===== src/rtl/lrn_pkg.sv =====
`timescale 1ns / 1ps
package lrn_pkg;

  localparam int RES_W = 24;
  localparam int INDEX_BITS_DEF = 63;
  localparam int PROD_W = 2 * RES_W;
  localparam int RED_W = RES_W + 2;
  localparam int QUO_W = RES_W + 1;
  localparam int FIFO_DEPTH = 2;

  localparam logic [RES_W-1:0] TERM_MOD = RES_W'(10000007);
  localparam logic [RED_W-1:0] TERM_MOD2 = RED_W'(2 * 10000007);
  // floor(2^48 / modulus), Barrett constant
  localparam logic [QUO_W-1:0] BARRETT_MU = QUO_W'((64'd1 << PROD_W) / 64'd10000007);

  typedef enum logic [1:0] {
    ST_IDLE,
    ST_NEXT,
    ST_RUN,
    ST_COPY
  } lrn_state_e;

  typedef enum logic [1:0] {
    OP_MULACC,
    OP_SQR,
    OP_FIN
  } lrn_op_e;

  typedef struct packed {
    logic             special;
    logic [RES_W-1:0] x;
    logic [RES_W-1:0] y;
    logic [RES_W-1:0] z;
    logic [RES_W-1:0] q;
    logic [RES_W-1:0] r;
    logic [RES_W-1:0] s;
  } lrn_item_t;

  typedef struct packed {
    logic       first_k;
    logic       last_k;
    logic       last_entry;
    logic [3:0] entry;
  } lrn_tag_t;

  function automatic logic [3:0] idx3(input logic [1:0] row, input logic [1:0] col);
    idx3 = 4'(row) * 4'd3 + 4'(col);
  endfunction

  function automatic logic [RES_W-1:0] reduce_once(input logic [RES_W-1:0] v);
    reduce_once = (v >= TERM_MOD) ? v - TERM_MOD : v;
  endfunction

endpackage


===== src/rtl/lrn_fifo.sv =====
`timescale 1ns / 1ps
module lrn_fifo #(
  parameter int WIDTH = 8,
  parameter int DEPTH = lrn_pkg::FIFO_DEPTH
) (
  input  logic             clk_i,
  input  logic             rst_ni,
  input  logic             push_i,
  input  logic [WIDTH-1:0] data_i,
  output logic             full_o,
  input  logic             pop_i,
  output logic [WIDTH-1:0] data_o,
  output logic             empty_o
);

  localparam int PW = (DEPTH > 1) ? $clog2(DEPTH) : 1;

  logic [DEPTH-1:0][WIDTH-1:0] mem_q;
  logic [PW-1:0] wr_q, wr_d, rd_q, rd_d;
  logic [PW:0]   cnt_q, cnt_d;
  logic          do_push, do_pop;

  assign full_o  = (cnt_q == (PW+1)'(DEPTH));
  assign empty_o = (cnt_q == '0);
  assign do_push = push_i && !full_o;
  assign do_pop  = pop_i && !empty_o;
  assign data_o  = mem_q[rd_q];

  always_comb begin
    wr_d  = wr_q;
    rd_d  = rd_q;
    cnt_d = cnt_q;
    if (do_push) begin
      wr_d = (wr_q == PW'(DEPTH - 1)) ? '0 : wr_q + PW'(1);
    end
    if (do_pop) begin
      rd_d = (rd_q == PW'(DEPTH - 1)) ? '0 : rd_q + PW'(1);
    end
    if (do_push && !do_pop) begin
      cnt_d = cnt_q + (PW+1)'(1);
    end else if (do_pop && !do_push) begin
      cnt_d = cnt_q - (PW+1)'(1);
    end
  end

  always_ff @(posedge clk_i or negedge rst_ni) begin
    if (!rst_ni) begin
      wr_q  <= '0;
      rd_q  <= '0;
      cnt_q <= '0;
    end else begin
      wr_q  <= wr_d;
      rd_q  <= rd_d;
      cnt_q <= cnt_d;
    end
  end

  always_ff @(posedge clk_i) begin
    if (do_push) begin
      mem_q[wr_q] <= data_i;
    end
  end

endmodule


===== config.mk =====
export PLATFORM = sky130hd
export DESIGN_NAME = lrn_fifo
export DESIGN_NICKNAME = d
export VERILOG_FILES = /design/src/rtl/lrn_pkg.sv /design/src/rtl/lrn_fifo.sv
export SDC_FILE = /design/constraint.sdc
export NUM_CORES = 1
export LEC_CHECK = 0
export BUFFER_PORTS_ARGS = -buffer_cell sky130_fd_sc_hd__buf_2
export CAP_MARGIN = 15
export CORE_MARGIN = 2
export CORE_UTILIZATION = 52
export CTS_CLUSTER_DIAMETER = 30
export DETAILED_ROUTE_END_ITERATION = 8
export PLACE_DENSITY = 0.92
export SETUP_SLACK_MARGIN = 0.4
export SLEW_MARGIN = 15
export SYNTH_ARGS = -nofsm -noshare
export SYNTH_HDL_FRONTEND = slang
export SYNTH_SLANG_ARGS = --single-unit
export TNS_END_PERCENT = 30

===== constraint.sdc =====
create_clock -name clk_i -period 3.7 [get_ports clk_i]
set_input_delay 0.74 -clock clk_i [delete_from_list [all_inputs] [get_ports clk_i]]
set_output_delay 0.74 -clock clk_i [all_outputs]
set_load 0.05 [all_outputs]

==> impl_metrics.toml <==
[outcome]
status = "finished clean"

[place]
hpwl_um = 960
dpl-instance-area_um2 = 893
io_buffer_count = 21
place_congestion = 0.697

[clock_network]
path_clk_slew_ns = 0.10
cts_buffer_depth = 2
cts_tree = "yes"
cts_sinks = 20
cts-root-buf = "clkbuf_4"
cts_buffers = 3
holdBufCountCts = 0
ctsResizeCount = 0
postCtsSetupBuffers = 0
cts_max_level = 1
clk_latency_ns = 0.29

[critical_path]
worstReg2RegEnd = "mem_q[6]$_DFFE_PP_"
r2r_cells = 3
cpLargestDelayFamily = "flip-flops"
slowest_delay_ns = 0.60
reg2reg_slack_ns = 2.09
crit_buf_inv = 1
cp.required_ns = 2.96
worst_path_max_delay_cell = "dfrtp_1"
worstPathMaxFanout = 9
path_cells = "mux2_2 -> buf_2"
path_class = "reg2out"
arrival_ns = 1.48
worst_setup_path_end_kind = "output port"
reg2reg_from = "cnt_q[0]$_DFFE_PN0P_"
startpoint_type = "flop"

[grt]
grt_usage = 0.154
grt_first_pass_wirelength_um = 1970
grt_max_degree = 12
antenna_found_initial = 0
grt_pass1_vias = 448
grt_overflow = 0

[sta]
worst_slew_pin_slew_ns = 0.669
grt_setup_unrepaired = "no"
finalMaxSlewViolations = 0
tns_ns = 0
period_needed_ns = 2.22
setup_viol = 0
max_freq_mhz = 451
fin_crit_sh = 0.599
maxSlewHeadroom = 0.552
finalHoldViolCount = 0
finalClockSkew_ns = 0.000957

[floorplanning]
start_util = 0.574
fp.dieH_um = 42.6
dieArea_mm2 = 0.00181
num_rows = 13
dieWidth_um = 42.6
core-area_mm2 = 0.00135
ioPinCount = 22

[synthesis]
ys_warn_count = 0
synth_top_cell_area_share = 0.620
syn-cell-area_um2 = 774
synth_fp_nets = 57
synth_area_leaders = "edfxtp_1 (62%), dfrtp_1 (13%), mux2_1 (10%), xnor2_1 (3.4%), xor2_1 (2.3%)"
synth_seq_area_share = 0.750
synth_edf_count = 16
yosys.area.top_type = "edfxtp_1"
syn_inst = 44
ys_types = 14
synth.most_common_cell = "edfxtp_1"
async_reset_ff_frac = 0.200
post_synth.cell_area_avg_um2 = 17.6
ys_ff_latch = 20
synthTopCellsByCount = "edfxtp_1 (16), mux2_1 (7), dfrtp_1 (4)"
synth_ff_type = "edfxtp_1"

[route]
drt-initial-drc-count = 8
wl_per_cell_um = 14.6
ant_nets = 0
dr_wl_met2_um = 651
drcViolationCount = 0
totalWireLength_um = 1210
wl_met3_um = 54
wl_met1_um = 476
vias_per_cell = 5.29
maxUsedRoutingLayer = "met4"
drt_pass1_iterations = 3
vias = 439

[pwr]
power_density_mw_per_mm2 = 923
peakVddDrop_v = 0.000555
p_leak_nw = 0.389

[flow_run]
max-cap-violations = 0

[layout]
drive_above_1_share = 0.397
antenna_cells = 0
nNetsFinal = 82
areaGrowthSynthToFinish_pct = 20.0
nFillCells = 104
postLayoutCellArea_um2 = 930

[hold_path]
hold_path_class = "in2async"
==> through the flow <==
step           hold slack (ns)  worst slack [ns]  instances  utilization  power (mW)
6_report                 0.240              1.48         83        0.689       0.858
5_1_grt                  0.222              1.41         83        0.689       0.902
4_1_cts                  0.232              1.47         83        0.689       0.867
3_5_place_dp             0.492              1.81         79        0.662       0.747
3_3_place_gp             0.473              1.83         79        0.662       0.734
2_1_floorplan            0.444              1.88         44            -       0.666
==> cells in the final DEF, fill, tap and decap left out, drive strengths merged <==
master and count:
nor2 3, xor2 2, edfxtp 16, nand2b 1
o21ai 1, ha 1, buf 21, mux2 8
dfrtp 4, clkbuf 4, xnor2 3, and3 1
inv 2, nand2 1
==> area by class of cell <==
| class | instances | area [µm²] | share of cell area |
|---|---|---|---|
| repair buffers | 21 | 105 | 0.113 |
| well taps | 15 | 18.8 | 0.0202 |
| clock buffers | 4 | 36.3 | 0.0390 |
| flip-flops and latches | 20 | 581 | 0.624 |
| inverters | 2 | 7.51 | 0.00808 |
| multi-input cells | 21 | 181 | 0.195 |
==> metal layers <==
layer	global-route usage	vias to the layer above
li1	-	205
met1	0.173	215
met2	0.268	17
met3	0.0259	2
met4	0.0938	0
met5	0	-
==> worst max-delay path by stage <==
stage,slack [ns],cells after the start,startpoint,endpoint
after floorplan,1.88,1,cnt_q[0]$_DFFE_PN0P_,empty_o
after global placement,1.83,2,rd_q$_DFFE_PN0P_,data_o[1]
after detailed placement,1.81,2,rd_q$_DFFE_PN0P_,data_o[1]
after CTS,1.47,2,rd_q$_DFFE_PN0P_,data_o[1]
after global routing,1.41,2,rd_q$_DFFE_PN0P_,data_o[3]
final,1.48,2,rd_q$_DFFE_PN0P_,data_o[1]
==> state kept, by name, indices dropped and copies added (netlist names) <==
name   flops
cnt_q      2
mem_q     16
rd_q       1
wr_q       1
==> cell families (layout without fill, tap and decap cells) <==
logic type      Yosys count  after routing  synth area share
compound gates            1              1           0.00646
xor+xnor                  5              5            0.0566
fa+ha+maj                 1              1            0.0162
buf+inv                   3             27            0.0162
flops                    20             20             0.750
mux                       8              8             0.116
simple gates              6              6            0.0388
==> worst reg2reg max path: stages, from the launching register on <==
cell      delay, ns
dfrtp_1        0.45
nand2b_1       0.19
nand2_2        0.09
nor2_1         0.52
==> where the power goes <==
part | switching [mW] | internal, mW | leakage (nW)
registers | 0.0485 | 0.315 | 0.195
clock network | 0.0595 | 0.0599 | 0.0210
logic | 0.265 | 0.110 | 0.173
total | 0.373 | 0.485 | 0.389
(Power assumes the default switching activity.)
