===== src/rtl/lrn_pkg.sv =====
`timescale 1ns / 1ps
package lrn_pkg;

  localparam int RES_W = 24;
  localparam int INDEX_BITS_DEF = 63;
  localparam int PROD_W = 2 * RES_W;
  localparam int RED_W = RES_W + 2;
  localparam int QUO_W = RES_W + 1;
  localparam int FIFO_DEPTH = 2;

  localparam logic [RES_W-1:0] TERM_MOD = RES_W'(10000007);
  localparam logic [RED_W-1:0] TERM_MOD2 = RED_W'(2 * 10000007);
  // floor(2^48 / modulus), Barrett constant
  localparam logic [QUO_W-1:0] BARRETT_MU = QUO_W'((64'd1 << PROD_W) / 64'd10000007);

  typedef enum logic [1:0] {
    ST_IDLE,
    ST_NEXT,
    ST_RUN,
    ST_COPY
  } lrn_state_e;

  typedef enum logic [1:0] {
    OP_MULACC,
    OP_SQR,
    OP_FIN
  } lrn_op_e;

  typedef struct packed {
    logic             special;
    logic [RES_W-1:0] x;
    logic [RES_W-1:0] y;
    logic [RES_W-1:0] z;
    logic [RES_W-1:0] q;
    logic [RES_W-1:0] r;
    logic [RES_W-1:0] s;
  } lrn_item_t;

  typedef struct packed {
    logic       first_k;
    logic       last_k;
    logic       last_entry;
    logic [3:0] entry;
  } lrn_tag_t;

  function automatic logic [3:0] idx3(input logic [1:0] row, input logic [1:0] col);
    idx3 = 4'(row) * 4'd3 + 4'(col);
  endfunction

  function automatic logic [RES_W-1:0] reduce_once(input logic [RES_W-1:0] v);
    reduce_once = (v >= TERM_MOD) ? v - TERM_MOD : v;
  endfunction

endpackage


===== src/rtl/lrn_front.sv =====
`timescale 1ns / 1ps
module lrn_front #(
  parameter int INDEX_BITS = lrn_pkg::INDEX_BITS_DEF
) (
  input  logic [INDEX_BITS-1:0]   term_index_i,
  input  logic [lrn_pkg::RES_W-1:0] coef_one_i,
  input  logic [lrn_pkg::RES_W-1:0] coef_two_i,
  input  logic [lrn_pkg::RES_W-1:0] coef_three_i,
  input  logic [lrn_pkg::RES_W-1:0] first_term_i,
  input  logic [lrn_pkg::RES_W-1:0] second_term_i,
  input  logic [lrn_pkg::RES_W-1:0] third_term_i,
  output lrn_pkg::lrn_item_t      item_o,
  output logic [INDEX_BITS-1:0]   exp_o
);

  logic [lrn_pkg::RES_W-1:0] q_red, r_red, s_red;

  assign q_red = lrn_pkg::reduce_once(first_term_i);
  assign r_red = lrn_pkg::reduce_once(second_term_i);
  assign s_red = lrn_pkg::reduce_once(third_term_i);

  always_comb begin
    item_o.x = lrn_pkg::reduce_once(coef_one_i);
    item_o.y = lrn_pkg::reduce_once(coef_two_i);
    item_o.z = lrn_pkg::reduce_once(coef_three_i);
    item_o.q = q_red;
    item_o.r = r_red;
    item_o.special = (term_index_i <= INDEX_BITS'(3));
    // special items carry their answer in s
    unique case (term_index_i[1:0])
      2'd1:    item_o.s = item_o.special ? q_red : s_red;
      2'd2:    item_o.s = item_o.special ? r_red : s_red;
      2'd3:    item_o.s = s_red;
      default: item_o.s = item_o.special ? '0 : s_red;
    endcase
    exp_o = term_index_i - INDEX_BITS'(3);
  end

endmodule


===== config.mk =====
export PLATFORM = sky130hd
export DESIGN_NAME = lrn_front
export DESIGN_NICKNAME = d
export VERILOG_FILES = /design/src/rtl/lrn_pkg.sv /design/src/rtl/lrn_front.sv
export SDC_FILE = /design/constraint.sdc
export NUM_CORES = 1
export LEC_CHECK = 0
export ABC_AREA = 0
export BUFFER_PORTS_ARGS = -buffer_cell sky130_fd_sc_hd__buf_2
export CAP_MARGIN = 20
export CORE_AREA = 8 8 153 155
export DETAILED_ROUTE_END_ITERATION = 10
export DIE_AREA = 0 0 161 163
export PLACE_DENSITY = 0.56
export SLEW_MARGIN = 10
export SYNTH_ARGS = -nofsm -noshare
export SYNTH_HDL_FRONTEND = slang
export SYNTH_SLANG_ARGS = --single-unit

===== constraint.sdc =====
create_clock -name vclk -period 3.05
set_input_delay 0.305 -clock vclk [all_inputs]
set_output_delay 0.305 -clock vclk [all_outputs]
set_load 0.01 [all_outputs]

==> results by stage <==
Finish:
- The number of clock buffers in the layout is 0.
- Summing all flip-flop and latch instances after layout gives 0 um^2.
- The top cell types in the final layout, fill and taps aside, are 392 x sky130_fd_sc_hd__buf_2, 107 x sky130_fd_sc_hd__buf_4, 84 x sky130_fd_sc_hd__xor2_1, 84 x sky130_fd_sc_hd__xnor2_1, 78 x sky130_fd_sc_hd__nand2_1.
- The post-route non-filler standard cell count is 1,586.
- The post-synthesis to final-layout area growth is 76.3%.
- The fraction of final layout cells sized beyond drive strength 1 is 47.9%.
- The net count of the finished layout is 1,525.
- Leaving out fill and tap cells, the most frequent cell in the layout is sky130_fd_sc_hd__buf_2.
- The design has 0 sequential cells.

Drt:
- The count of nets left with antenna violations once routing finished came out at 0.
- The initial DRC count is 399.
- The number of vias per cell is 5.10.
- After detailed routing, the number of remaining DRC violations is 0.
- Across all layers, the routed design uses between 8,000 and 9,000 vias.
- The iteration count of the initial detailed-routing pass is 5.
- After detailed routing, the average wire length per cell comes to between 15 and 20 um.
- The routed wire length is 29,500 um.

Power:
- The combinational share of power is 100.0%.
- The relative contribution of sequential cells to total power is 0%.
- Net switching is 55.3% of the power.
- The total power of the final layout is 1540 uW.
- The total power per unit cell area is 169 nW/um^2.
- The switching power of the nets is between 800 and 900 uW.
- The total leakage power is 0.00432 uW.
- Of the total power, the clock network draws 0%.
- Across the VDD grid, the largest voltage drop is around 74 uV.
- The internal power is 690 uW.

Timing:
- The max-slew violation count came to 0.
- Setup repair after global routing could not meet its margin everywhere.
- The smallest hold slack is 0.892 ns.
- The worst slew slack as a fraction of its limit is 41.9%.
- Of the available clock period, the critical path in the final layout requires 105%.
- The minimum period implied by the final worst setup slack is 3.19 ns.
- Setup violations remaining at the end of the flow were counted as 24.
- The number of failing hold endpoints at the final stage came to 0.
- The fmax is 314 MHz.
- The pin slew with the least headroom to its limit is slightly below 0.9 ns.
- After layout, the worst setup slack is -0.139 ns.

Synth:
- The synthesized area divided by synthesized cell count is 6.49 um^2.
- The synthesized instance count is 796.
- The sequential fraction of the synthesis area is 0%.
- The warning count from the yosys run is 0.
- The net count after synthesis is 1,013.
- The mapped cell area is 5170 um^2.
- The post-synthesis cell type count is 65.

Worst setup path:
- The worst setup path is of the in2out kind.
- The slowest cell on the critical path is sky130_fd_sc_hd__or4_4.
- The required time reported for the critical path endpoint is 2.74 ns.
- The kind of launch point of the worst setup path is a primary input.
- In this run the worst path has a maximum fanout of 5.
- STA classifies the critical path endpoint as an output pin.
- The critical path buffer and inverter count is 3.
- The arrival time of data at the critical path endpoint is 2.88 ns.
- The largest single stage delay on the critical path is 0.58 ns.
- The critical path goes through buf_6 > or4_4 > or4_4 > nor4bb_4 > nand3_2 > a21oi_2 > buf_6 > a21oi_1 > a221o_1 > buf_2.
- In this design, the largest share of critical-path delay is due to simple AND/OR/NAND/NOR gates.

Placement:
- After detailed placement, the design holds a cell count of 1,572.
- During placement, the flow inserted port buffers numbering 415.
- The global placer's final weighted congestion is 0.908.
- Detailed placement ended at an HPWL of 25,900 um.

GRT:
- The via count of the first global-routing pass is 8,072.
- Summed over all layers, the global routing overflow is 0.
- The number of antenna violations at the first check in global routing is 7.
- For this run, the total global-route usage over all layers was measured as about a fifth.
- The largest net degree at the start of global routing is 21.
- The wire length of the first global-routing pass is approximately 44,000 um.

Status:
- The run finished, with violations left.
- The checks that failed: setup timing.

Floorplan:
- The floorplan has 53 rows.
- The total die area is 26,200 um^2.
- During I/O placement, the number of pins put on the boundary was 415.
- The horizontal die dimension is around 160 um.
- The initial utilization of the core area, before any placement, comes to 24.8%.
- The die is approximately 160 um tall.
- The region available for standard cell placement spans 20,800 um^2.

Min path:
- The class of the worst hold path is in2out.

Run:
- Max-cap violations in this run came to 0.
-- metrics by stage --
| stage | worst slack [ns] | area [um^2] | TNS (ns) | utilization [%] |
|---|---|---|---|---|
| finish | -0.139 | 9120 | -2.04 | 43.8 |
| global route | -0.254 | 9120 | -4.88 | 43.8 |
| CTS | -0.123 | 8620 | -1.87 | 41.4 |
| detailed placement | -0.399 | 8370 | -11.12 | 40.2 |
| global placement | -0.391 | 8370 | -8.71 | 40.2 |
| floorplan | -0.322 | 5230 | -1.96 | - |
-- final timing paths --
check | start | end | slack, ns | cells past startpoint
hold / removal | term_index_i[27] | exp_o[27] | 0.89 | 3
setup / recovery | term_index_i[33] | item_o[13] | -0.14 | 10
-- routing by layer --
metal  wire [um]  GRT usage (%)  vias to the layer above
li1            -              -                     4005
met1       11400           22.5                     3707
met2       14900           37.5                      349
met3        2780           6.52                       24
met4         371           3.41                        4
met5          30              0                        -
-- cell usage after synthesis, types with 6 or more instances --
cell type                  instances  area [um^2]
sky130_fd_sc_hd__nor2b_1           7         43.8
sky130_fd_sc_hd__or2_2             8         50.1
sky130_fd_sc_hd__inv_1            25         93.8
sky130_fd_sc_hd__nand4_1           7         43.8
sky130_fd_sc_hd__a21o_1            9         67.6
sky130_fd_sc_hd__o211ai_1          7         52.6
sky130_fd_sc_hd__nor4_1           23          144
sky130_fd_sc_hd__o21a_1            6         45.0
sky130_fd_sc_hd__or4_1            14          105
sky130_fd_sc_hd__o31a_1            8         70.1
sky130_fd_sc_hd__and3_1           13         81.3
sky130_fd_sc_hd__a22oi_1          21          158
sky130_fd_sc_hd__o31ai_1          11         82.6
sky130_fd_sc_hd__nor2_1           71          267
sky130_fd_sc_hd__xor2_1           85          744
sky130_fd_sc_hd__ha_1             10          125
sky130_fd_sc_hd__nand2_1          83          312
sky130_fd_sc_hd__xnor2_1          88          771
sky130_fd_sc_hd__clkbuf_1         20         75.1
sky130_fd_sc_hd__a31oi_1          10         62.6
sky130_fd_sc_hd__or3_1            20          125
sky130_fd_sc_hd__o22ai_1          16          100
sky130_fd_sc_hd__a211oi_1          9         67.6
sky130_fd_sc_hd__nand3_1          26          130
sky130_fd_sc_hd__nor3_1           38          190
sky130_fd_sc_hd__o21ai_0          35          175
sky130_fd_sc_hd__and2_1            9         56.3
sky130_fd_sc_hd__a21oi_1          33          165
-- cell families after synthesis --
| family | Yosys count | share of synthesized area [%] |
|---|---|---|
| muxes | 3 | 0.629 |
| adders and majority gates | 10 | 2.42 |
| buffers and inverters | 50 | 3.97 |
| xor gates and xnor gates | 173 | 29.3 |
| AOI/OAI and AO/OA | 214 | 28.7 |
| and+or+nand+nor | 346 | 34.9 |
-- what timing repair did --
action                                  in CTS  in global routing
pin swaps                                   20                 23
hold buffers                                 0                  0
setup buffers                                1                  7
gates cloned                                 0                  1
gates resized for setup                     53                 84
endpoints found under the setup margin      52                 45
-- cell type report --
cell class,count,area [um^2]
Tap cell,275,344
Timing Repair Buffer,535,3200
Inverter,25,93.8
Antenna cell,5,12.5
Multi-Input combinational cell,746,5460
Fill cell,2197,11700
-- power groups by stage --
| stage | sequential (uW) | combinational [uW] | clock [uW] |
|---|---|---|---|
| final | 0 | 1540 | 0.000220 |
| after global routing | 0 | 1680 | 0.000220 |
| after CTS | 0 | 1460 | 0 |
| after detailed placement | 0 | 1420 | 0 |
| after global placement | 0 | 1420 | 0 |
| after floorplan | 0 | 665 | 0 |
Note: power is estimated with default switching activity, not from simulation.
