`src/rtl/lrn_pkg.sv`:
```
`timescale 1ns / 1ps
package lrn_pkg;

  localparam int RES_W = 24;
  localparam int INDEX_BITS_DEF = 63;
  localparam int PROD_W = 2 * RES_W;
  localparam int RED_W = RES_W + 2;
  localparam int QUO_W = RES_W + 1;
  localparam int FIFO_DEPTH = 2;

  localparam logic [RES_W-1:0] TERM_MOD = RES_W'(10000007);
  localparam logic [RED_W-1:0] TERM_MOD2 = RED_W'(2 * 10000007);
  // floor(2^48 / modulus), Barrett constant
  localparam logic [QUO_W-1:0] BARRETT_MU = QUO_W'((64'd1 << PROD_W) / 64'd10000007);

  typedef enum logic [1:0] {
    ST_IDLE,
    ST_NEXT,
    ST_RUN,
    ST_COPY
  } lrn_state_e;

  typedef enum logic [1:0] {
    OP_MULACC,
    OP_SQR,
    OP_FIN
  } lrn_op_e;

  typedef struct packed {
    logic             special;
    logic [RES_W-1:0] x;
    logic [RES_W-1:0] y;
    logic [RES_W-1:0] z;
    logic [RES_W-1:0] q;
    logic [RES_W-1:0] r;
    logic [RES_W-1:0] s;
  } lrn_item_t;

  typedef struct packed {
    logic       first_k;
    logic       last_k;
    logic       last_entry;
    logic [3:0] entry;
  } lrn_tag_t;

  function automatic logic [3:0] idx3(input logic [1:0] row, input logic [1:0] col);
    idx3 = 4'(row) * 4'd3 + 4'(col);
  endfunction

  function automatic logic [RES_W-1:0] reduce_once(input logic [RES_W-1:0] v);
    reduce_once = (v >= TERM_MOD) ? v - TERM_MOD : v;
  endfunction

endpackage

```
`src/rtl/lrn_mulmod.sv`:
```
`timescale 1ns / 1ps
module lrn_mulmod (
  input  logic                    clk_i,
  input  logic                    rst_ni,
  input  logic                    valid_i,
  input  logic [lrn_pkg::RES_W-1:0] a_i,
  input  logic [lrn_pkg::RES_W-1:0] b_i,
  input  lrn_pkg::lrn_tag_t       tag_i,
  output logic                    valid_o,
  output logic [lrn_pkg::RES_W-1:0] res_o,
  output lrn_pkg::lrn_tag_t       tag_o
);

  localparam int PW = lrn_pkg::PROD_W;
  localparam int RW = lrn_pkg::RED_W;
  localparam int QW = lrn_pkg::QUO_W;

  logic [3:0] v_q;
  lrn_pkg::lrn_tag_t tag1_q, tag2_q, tag3_q, tag4_q;
  logic [PW-1:0]   p1_q, p2_q;
  logic [RW-1:0]   p3_q;
  logic [2*QW-1:0] t2_q;
  logic [RW-1:0]   qm3_q;
  logic [lrn_pkg::RES_W-1:0] r4_q;
  logic [RW-1:0]   r0;
  logic [QW-1:0]   q_est;
  logic [QW+lrn_pkg::RES_W-1:0] qm_full;

  assign q_est   = t2_q[2*QW-1:QW];
  assign qm_full = q_est * lrn_pkg::TERM_MOD;
  assign r0      = p3_q - qm3_q;

  always_ff @(posedge clk_i or negedge rst_ni) begin
    if (!rst_ni) begin
      v_q <= '0;
    end else begin
      v_q <= {v_q[2:0], valid_i};
    end
  end

  always_ff @(posedge clk_i) begin
    p1_q   <= a_i * b_i;
    tag1_q <= tag_i;
    t2_q   <= p1_q[PW-1:PW-QW] * lrn_pkg::BARRETT_MU;
    p2_q   <= p1_q;
    tag2_q <= tag1_q;
    qm3_q  <= qm_full[RW-1:0];
    p3_q   <= p2_q[RW-1:0];
    tag3_q <= tag2_q;
    // Barrett estimate is short by at most two
    if (r0 >= lrn_pkg::TERM_MOD2) begin
      r4_q <= lrn_pkg::RES_W'(r0 - lrn_pkg::TERM_MOD2);
    end else if (r0 >= RW'(lrn_pkg::TERM_MOD)) begin
      r4_q <= lrn_pkg::RES_W'(r0 - RW'(lrn_pkg::TERM_MOD));
    end else begin
      r4_q <= lrn_pkg::RES_W'(r0);
    end
    tag4_q <= tag3_q;
  end

  assign valid_o = v_q[3];
  assign res_o   = r4_q;
  assign tag_o   = tag4_q;

endmodule

```
`src/rtl/lrn_back.sv`:
```
`timescale 1ns / 1ps
module lrn_back #(
  parameter int INDEX_BITS = lrn_pkg::INDEX_BITS_DEF
) (
  input  logic                    clk_i,
  input  logic                    rst_ni,
  input  logic                    fifo_empty_i,
  input  lrn_pkg::lrn_item_t      item_i,
  input  logic [INDEX_BITS-1:0]   exp_i,
  output logic                    fifo_pop_o,
  output logic                    res_valid_o,
  output logic [lrn_pkg::RES_W-1:0] res_o,
  input  logic                    res_pop_i
);

  localparam int W = lrn_pkg::RES_W;

  lrn_pkg::lrn_state_e state_q, state_d;
  lrn_pkg::lrn_op_e    op_q;
  logic [INDEX_BITS-1:0] n_q;
  logic                  did_q;
  logic [1:0]            i_q, j_q, k_q;
  logic                  iss_done_q;
  logic [8:0][W-1:0]     acc_q, base_q, tmp_q;
  logic [2:0][W-1:0]     vec_q;
  logic [W-1:0]          run_q;
  logic                  res_valid_q;
  logic [W-1:0]          res_q;

  logic                  take;
  logic                  issue;
  logic [W-1:0]          opa, opb;
  lrn_pkg::lrn_tag_t     tag_in, tag_out;
  logic                  mm_valid;
  logic [W-1:0]          mm_res;
  logic [W:0]            sum_raw;
  logic [W-1:0]          sum_red;
  logic                  n_high_zero;
  logic                  run_end;

  assign n_high_zero = (n_q[INDEX_BITS-1:1] == '0);
  assign run_end     = mm_valid && tag_out.last_k && tag_out.last_entry;

  always_comb begin
    state_d = state_q;
    unique case (state_q)
      lrn_pkg::ST_IDLE: begin
        if (take && !item_i.special) begin
          state_d = lrn_pkg::ST_NEXT;
        end
      end
      lrn_pkg::ST_NEXT: begin
        if (!(n_high_zero && n_q[0] && did_q)) begin
          state_d = lrn_pkg::ST_RUN;
        end
      end
      lrn_pkg::ST_RUN: begin
        if (run_end) begin
          state_d = (op_q == lrn_pkg::OP_FIN) ? lrn_pkg::ST_IDLE : lrn_pkg::ST_COPY;
        end
      end
      lrn_pkg::ST_COPY: state_d = lrn_pkg::ST_NEXT;
      default:          state_d = lrn_pkg::ST_IDLE;
    endcase
  end

  always_comb begin
    take   = (state_q == lrn_pkg::ST_IDLE) && !fifo_empty_i && !res_valid_q;
    issue  = (state_q == lrn_pkg::ST_RUN) && !iss_done_q;
    opa    = (op_q == lrn_pkg::OP_SQR) ? base_q[lrn_pkg::idx3(i_q, k_q)]
                                       : acc_q[lrn_pkg::idx3(i_q, k_q)];
    opb    = (op_q == lrn_pkg::OP_FIN) ? vec_q[k_q] : base_q[lrn_pkg::idx3(k_q, j_q)];
    tag_in.first_k    = (k_q == 2'd0);
    tag_in.last_k     = (k_q == 2'd2);
    tag_in.last_entry = (op_q == lrn_pkg::OP_FIN) || (i_q == 2'd2 && j_q == 2'd2);
    tag_in.entry      = lrn_pkg::idx3(i_q, j_q);
  end

  assign fifo_pop_o = take;

  lrn_mulmod u_mulmod (
    .clk_i   (clk_i),
    .rst_ni  (rst_ni),
    .valid_i (issue),
    .a_i     (opa),
    .b_i     (opb),
    .tag_i   (tag_in),
    .valid_o (mm_valid),
    .res_o   (mm_res),
    .tag_o   (tag_out)
  );

  assign sum_raw = (tag_out.first_k ? (W+1)'(0) : (W+1)'(run_q)) + (W+1)'(mm_res);
  assign sum_red = (sum_raw >= (W+1)'(lrn_pkg::TERM_MOD))
                 ? W'(sum_raw - (W+1)'(lrn_pkg::TERM_MOD)) : W'(sum_raw);

  always_ff @(posedge clk_i or negedge rst_ni) begin
    if (!rst_ni) begin
      state_q     <= lrn_pkg::ST_IDLE;
      op_q        <= lrn_pkg::OP_FIN;
      res_valid_q <= 1'b0;
      iss_done_q  <= 1'b0;
      did_q       <= 1'b0;
      i_q         <= '0;
      j_q         <= '0;
      k_q         <= '0;
    end else begin
      state_q <= state_d;
      if (res_valid_q && res_pop_i) begin
        res_valid_q <= 1'b0;
      end
      unique case (state_q)
        lrn_pkg::ST_IDLE: begin
          did_q <= 1'b0;
          if (take && item_i.special) begin
            res_valid_q <= 1'b1;
          end
        end
        lrn_pkg::ST_NEXT: begin
          i_q        <= '0;
          j_q        <= '0;
          k_q        <= '0;
          iss_done_q <= 1'b0;
          if (n_q == '0) begin
            op_q <= lrn_pkg::OP_FIN;
          end else if (n_q[0] && !did_q) begin
            op_q  <= lrn_pkg::OP_MULACC;
            did_q <= 1'b1;
          end else if (!n_high_zero) begin
            op_q  <= lrn_pkg::OP_SQR;
            did_q <= 1'b0;
          end else begin
            did_q <= 1'b0;
          end
        end
        lrn_pkg::ST_RUN: begin
          if (issue) begin
            if (k_q != 2'd2) begin
              k_q <= k_q + 2'd1;
            end else begin
              k_q <= '0;
              if (op_q == lrn_pkg::OP_FIN || (i_q == 2'd2 && j_q == 2'd2)) begin
                iss_done_q <= 1'b1;
              end else if (j_q != 2'd2) begin
                j_q <= j_q + 2'd1;
              end else begin
                j_q <= '0;
                i_q <= i_q + 2'd1;
              end
            end
          end
          if (run_end && op_q == lrn_pkg::OP_FIN) begin
            res_valid_q <= 1'b1;
          end
        end
        lrn_pkg::ST_COPY: ;
        default: ;
      endcase
    end
  end

  always_ff @(posedge clk_i) begin
    if (take) begin
      res_q     <= item_i.s;
      n_q       <= exp_i;
      // identity
      acc_q     <= {W'(1), {3{W'(0)}}, W'(1), {3{W'(0)}}, W'(1)};
      // companion matrix
      base_q    <= {W'(0), W'(1), {3{W'(0)}}, W'(1), item_i.z, item_i.y, item_i.x};
      vec_q[0]  <= item_i.s;
      vec_q[1]  <= item_i.r;
      vec_q[2]  <= item_i.q;
    end
    if (state_q == lrn_pkg::ST_NEXT) begin
      if (n_q != '0 && !(n_q[0] && !did_q)) begin
        n_q <= n_q >> 1;
      end
    end
    if (mm_valid) begin
      run_q <= sum_red;
      if (tag_out.last_k) begin
        tmp_q[tag_out.entry] <= sum_red;
      end
      if (run_end && op_q == lrn_pkg::OP_FIN) begin
        res_q <= sum_red;
      end
    end
    if (state_q == lrn_pkg::ST_COPY) begin
      if (op_q == lrn_pkg::OP_MULACC) begin
        acc_q <= tmp_q;
      end else begin
        base_q <= tmp_q;
      end
    end
  end

  assign res_valid_o = res_valid_q;
  assign res_o       = res_q;

endmodule

```
`config.mk`:
```
export PLATFORM = sky130hd
export DESIGN_NAME = lrn_back
export DESIGN_NICKNAME = d
export VERILOG_FILES = /design/src/rtl/lrn_pkg.sv /design/src/rtl/lrn_mulmod.sv /design/src/rtl/lrn_back.sv
export SDC_FILE = /design/constraint.sdc
export NUM_CORES = 2
export LEC_CHECK = 0
export BUFFER_PORTS_ARGS = -buffer_cell sky130_fd_sc_hd__buf_2
export CORE_MARGIN = 1
export CORE_UTILIZATION = 35
export DETAILED_ROUTE_END_ITERATION = 8
export PLACE_DENSITY_LB_ADDON = 0.25
export SYNTH_ARGS = -nofsm -noshare
export SYNTH_HDL_FRONTEND = slang
export SYNTH_SLANG_ARGS = --single-unit
```
`constraint.sdc`:
```
create_clock -name clk_i -period 13.61 [get_ports clk_i]
set_clock_uncertainty 0.05 [all_clocks]
set_input_delay 1.361 -clock clk_i [delete_from_list [all_inputs] [get_ports clk_i]]
set_output_delay 1.361 -clock clk_i [all_outputs]
set_load 0.05 [all_outputs]
```
==> flow_summary.toml <==
[outcome]
status = "complete, no violations"

[clock_tree]
cts_tree = "done"
post_cts_buffers = 0
cts_hold_buf = 0
clk_pin_slew_ns = 0.06
cts_buffer_depth = 3
cts_sinks = 1051
clk_latency_ns = 0.79
root_buffer = "clkbuf_16"
cts_max_level = 3
ctsResizeCount = 0
cts_made_buffers = 113

[logic_synthesis]
syn-cell-area_mm2 = 0.0770
synthAdderAreaFrac_pct = 32.9
synth_area_leaders = "fa_1 (23%), dfxtp_1 (19%), edfxtp_1 (12%)"
synthCells = 7329
yosysTopAreaCell = "fa_1"
synthMuxAreaShare_pct = 5.79
ys_types = 99
syn_nets = 9033
ys.flop_type = "dfxtp_1"
yosys-top-cells-count = "inv_1 (1,140), fa_1 (884), nand2_1 (740)"
yosysTopAreaCellShare_pct = 23.0
synth_compound_area_share_pct = 11.0
ys_seq_area_share_pct = 31.5
synthSimpleGateAreaFrac_pct = 9.50
synth_top_family_by_area = "adder cells"
syn_avg_cell_area_um2 = 10.5
synth_xor_area_share_pct = 2.16
synth_most_common_cell = "inv_1"
synth_edf_count = 312
synthArstFlopShare_pct = 1.62
synth-seq-cells = 1051
ys_warn_count = 0

[die]
pin_count = 238
fp-row-count = 171
fp.dieH_um = 471
die_w_um = 471
coreArea_mm2 = 0.218
die-area_mm2 = 0.222
start_util_pct = 35.4

[route]
via_per_inst = 5.22
dr.pass1.iters = 5
wl_mm = 236
routed-via-count = 54500
drt-wirelength-per-cell_um = 22.6
drt_iter0_markers = 4238
drtAntennaViolNets = 0
drcViolationCount = 0

[critical_path]
required_ns = 14.24
critPathMaxStageDelay_ns = 1.05
path_class = "flop to flop"
end_kind = "flop"
critical_path.max_fanout = 24
cp_slowest_cell = "o21ai_2"
worstPathArrival_ns = 12.24
startpoint_type = "flop"

[grt]
grt.total_usage_pct = 21.2
grt_pass1_wl_mm = 358
grt_overflow = 0
antenna_found_initial = 7
grt_max_degree = 126
first_global_vias = 56700

[timing]
timing.fmax_ghz = 0.0861
period_share_pct = 85.4
slew_headroom_pct = 7.48
slew_viol_final = 0
min_period_ns = 11.62
finalSetupTns_ns = 0
worst_slack_ns = 1.99
worstMarginPinSlew_ns = 1.37
setup_viol = 0
hold_violations = 0
rsz0062_at_grt = "false"

[finish]
final_cells = 10400
finalNetCount = 9188
stdcell_area_mm2 = 0.0857
drive_gt1_share_pct = 11.0
areaGrowthSynthToFinish_pct = 11.3

[placed_design]
pre_cts_ws_ns = 1.96
port_buffers = 237
dp_cells = 10200
hpwl_mm = 181
dpl_cell_area_mm2 = 0.0818
gp_congestion = 0.902

[job]
max_cap_viol_count = 0

[pwr]
p_leak_uw = 0.0400
ir_drop_uv = 114
powerDensity_mw_per_mm2 = 75.4
power_uw = 6470

[hold_path]
hold_class = "flop to flop"
through the flow:
step	utilization (%)	hold WS [ns]
after floorplan	-	0.260
after global placement	37.6	0.260
after detailed placement	37.6	0.262
after CTS	39.3	0.248
after global routing	39.3	0.250
final	39.4	0.253
registers in the layout, indices dropped and copies added (netlist names), 24 cells and up:
signal and flops:
u_mulmod.qm3_q 26, u_mulmod.res_o 24, u_mulmod.p1_q 48, tmp_q 216, vec_q 72, u_mulmod.p2_q 26, u_mulmod.t2_q 25, acc_q 216
run_q 24, res_o 24, u_mulmod.p3_q 26, n_q 63, base_q 216
area by class of cell:
type | count | area (µm²)
clock inverters | 70 | 782
diodes | 5 | 12.5
repair buffers | 370 | 2180
well taps | 2854 | 3570
clock buffers | 145 | 3130
fillers | 21300 | 132000
flip-flops and latches | 1051 | 24300
inverters | 1143 | 4300
multi-input cells | 4805 | 47500
layout by cell type (no fill, tap or decap), types with 133 or more instances in the layout:
cell type,count
inv_1,1140
a21oi_1,184
buf_4,133
mux4_2,145
buf_2,237
o21ai_0,159
ha_1,605
nand2_1,740
fa_1,882
nor2_1,490
xnor2_1,146
a22o_1,358
dfxtp_1,722
edfxtp_1,312
where the power goes:
| group | internal (µW) | switching, µW |
|---|---|---|
| Sequential | 3210 | 0.00000000000000960 |
| Clock | 1820 | 1400 |
| Combinational | 21.9 | 15.8 |
| Total | 5050 | 1420 |
critical path, delay by kind of cell (launching register included):
kind            cells  cell delay, ns
buf+inv            10            1.13
mux                 1            0.22
xor+xnor            1            0.12
compound gates      9            2.65
simple gates        4            1.25
flops               1            0.46
fa+ha+maj          11            5.61
worst paths after layout:
kind / depth (start not counted) / to / start / slack (ns)
min reg2reg: 0 / u_mulmod.p3_q[7] / u_mulmod.p2_q[7] / 0.25
max in group asynchronous: 1 / op_q[1] / rst_ni / 12.69
min in group asynchronous: 1 / did_q / rst_ni / 0.48
max: 36 / u_mulmod.p1_q[47] / j_q[1] / 1.99
max reg2reg: 36 / u_mulmod.p1_q[47] / j_q[1] / 1.99
min: 0 / u_mulmod.p3_q[7] / u_mulmod.p2_q[7] / 0.25
layer usage:
layer	vias to the layer above	global-route usage (%)	part of all wire, %
met4	2	7.20	3.6
met5	-	0	0.0047
met1	27500	28.4	43
met2	1903	35.0	47
li1	24800	-	-
met3	329	2.83	5.9
cell families (layout without fill, tap and decap cells):
| group | after synthesis | in the layout |
|---|---|---|
| fa+ha+maj | 1492 | 1492 |
| xor+xnor | 189 | 189 |
| buf+inv | 1473 | 1728 |
| simple gates | 1678 | 1678 |
| compound gates | 1182 | 1182 |
| flops | 1051 | 1051 |
| mux | 264 | 264 |
| other cells | 0 | 5 |
Note: power is estimated with default switching activity, not from simulation.
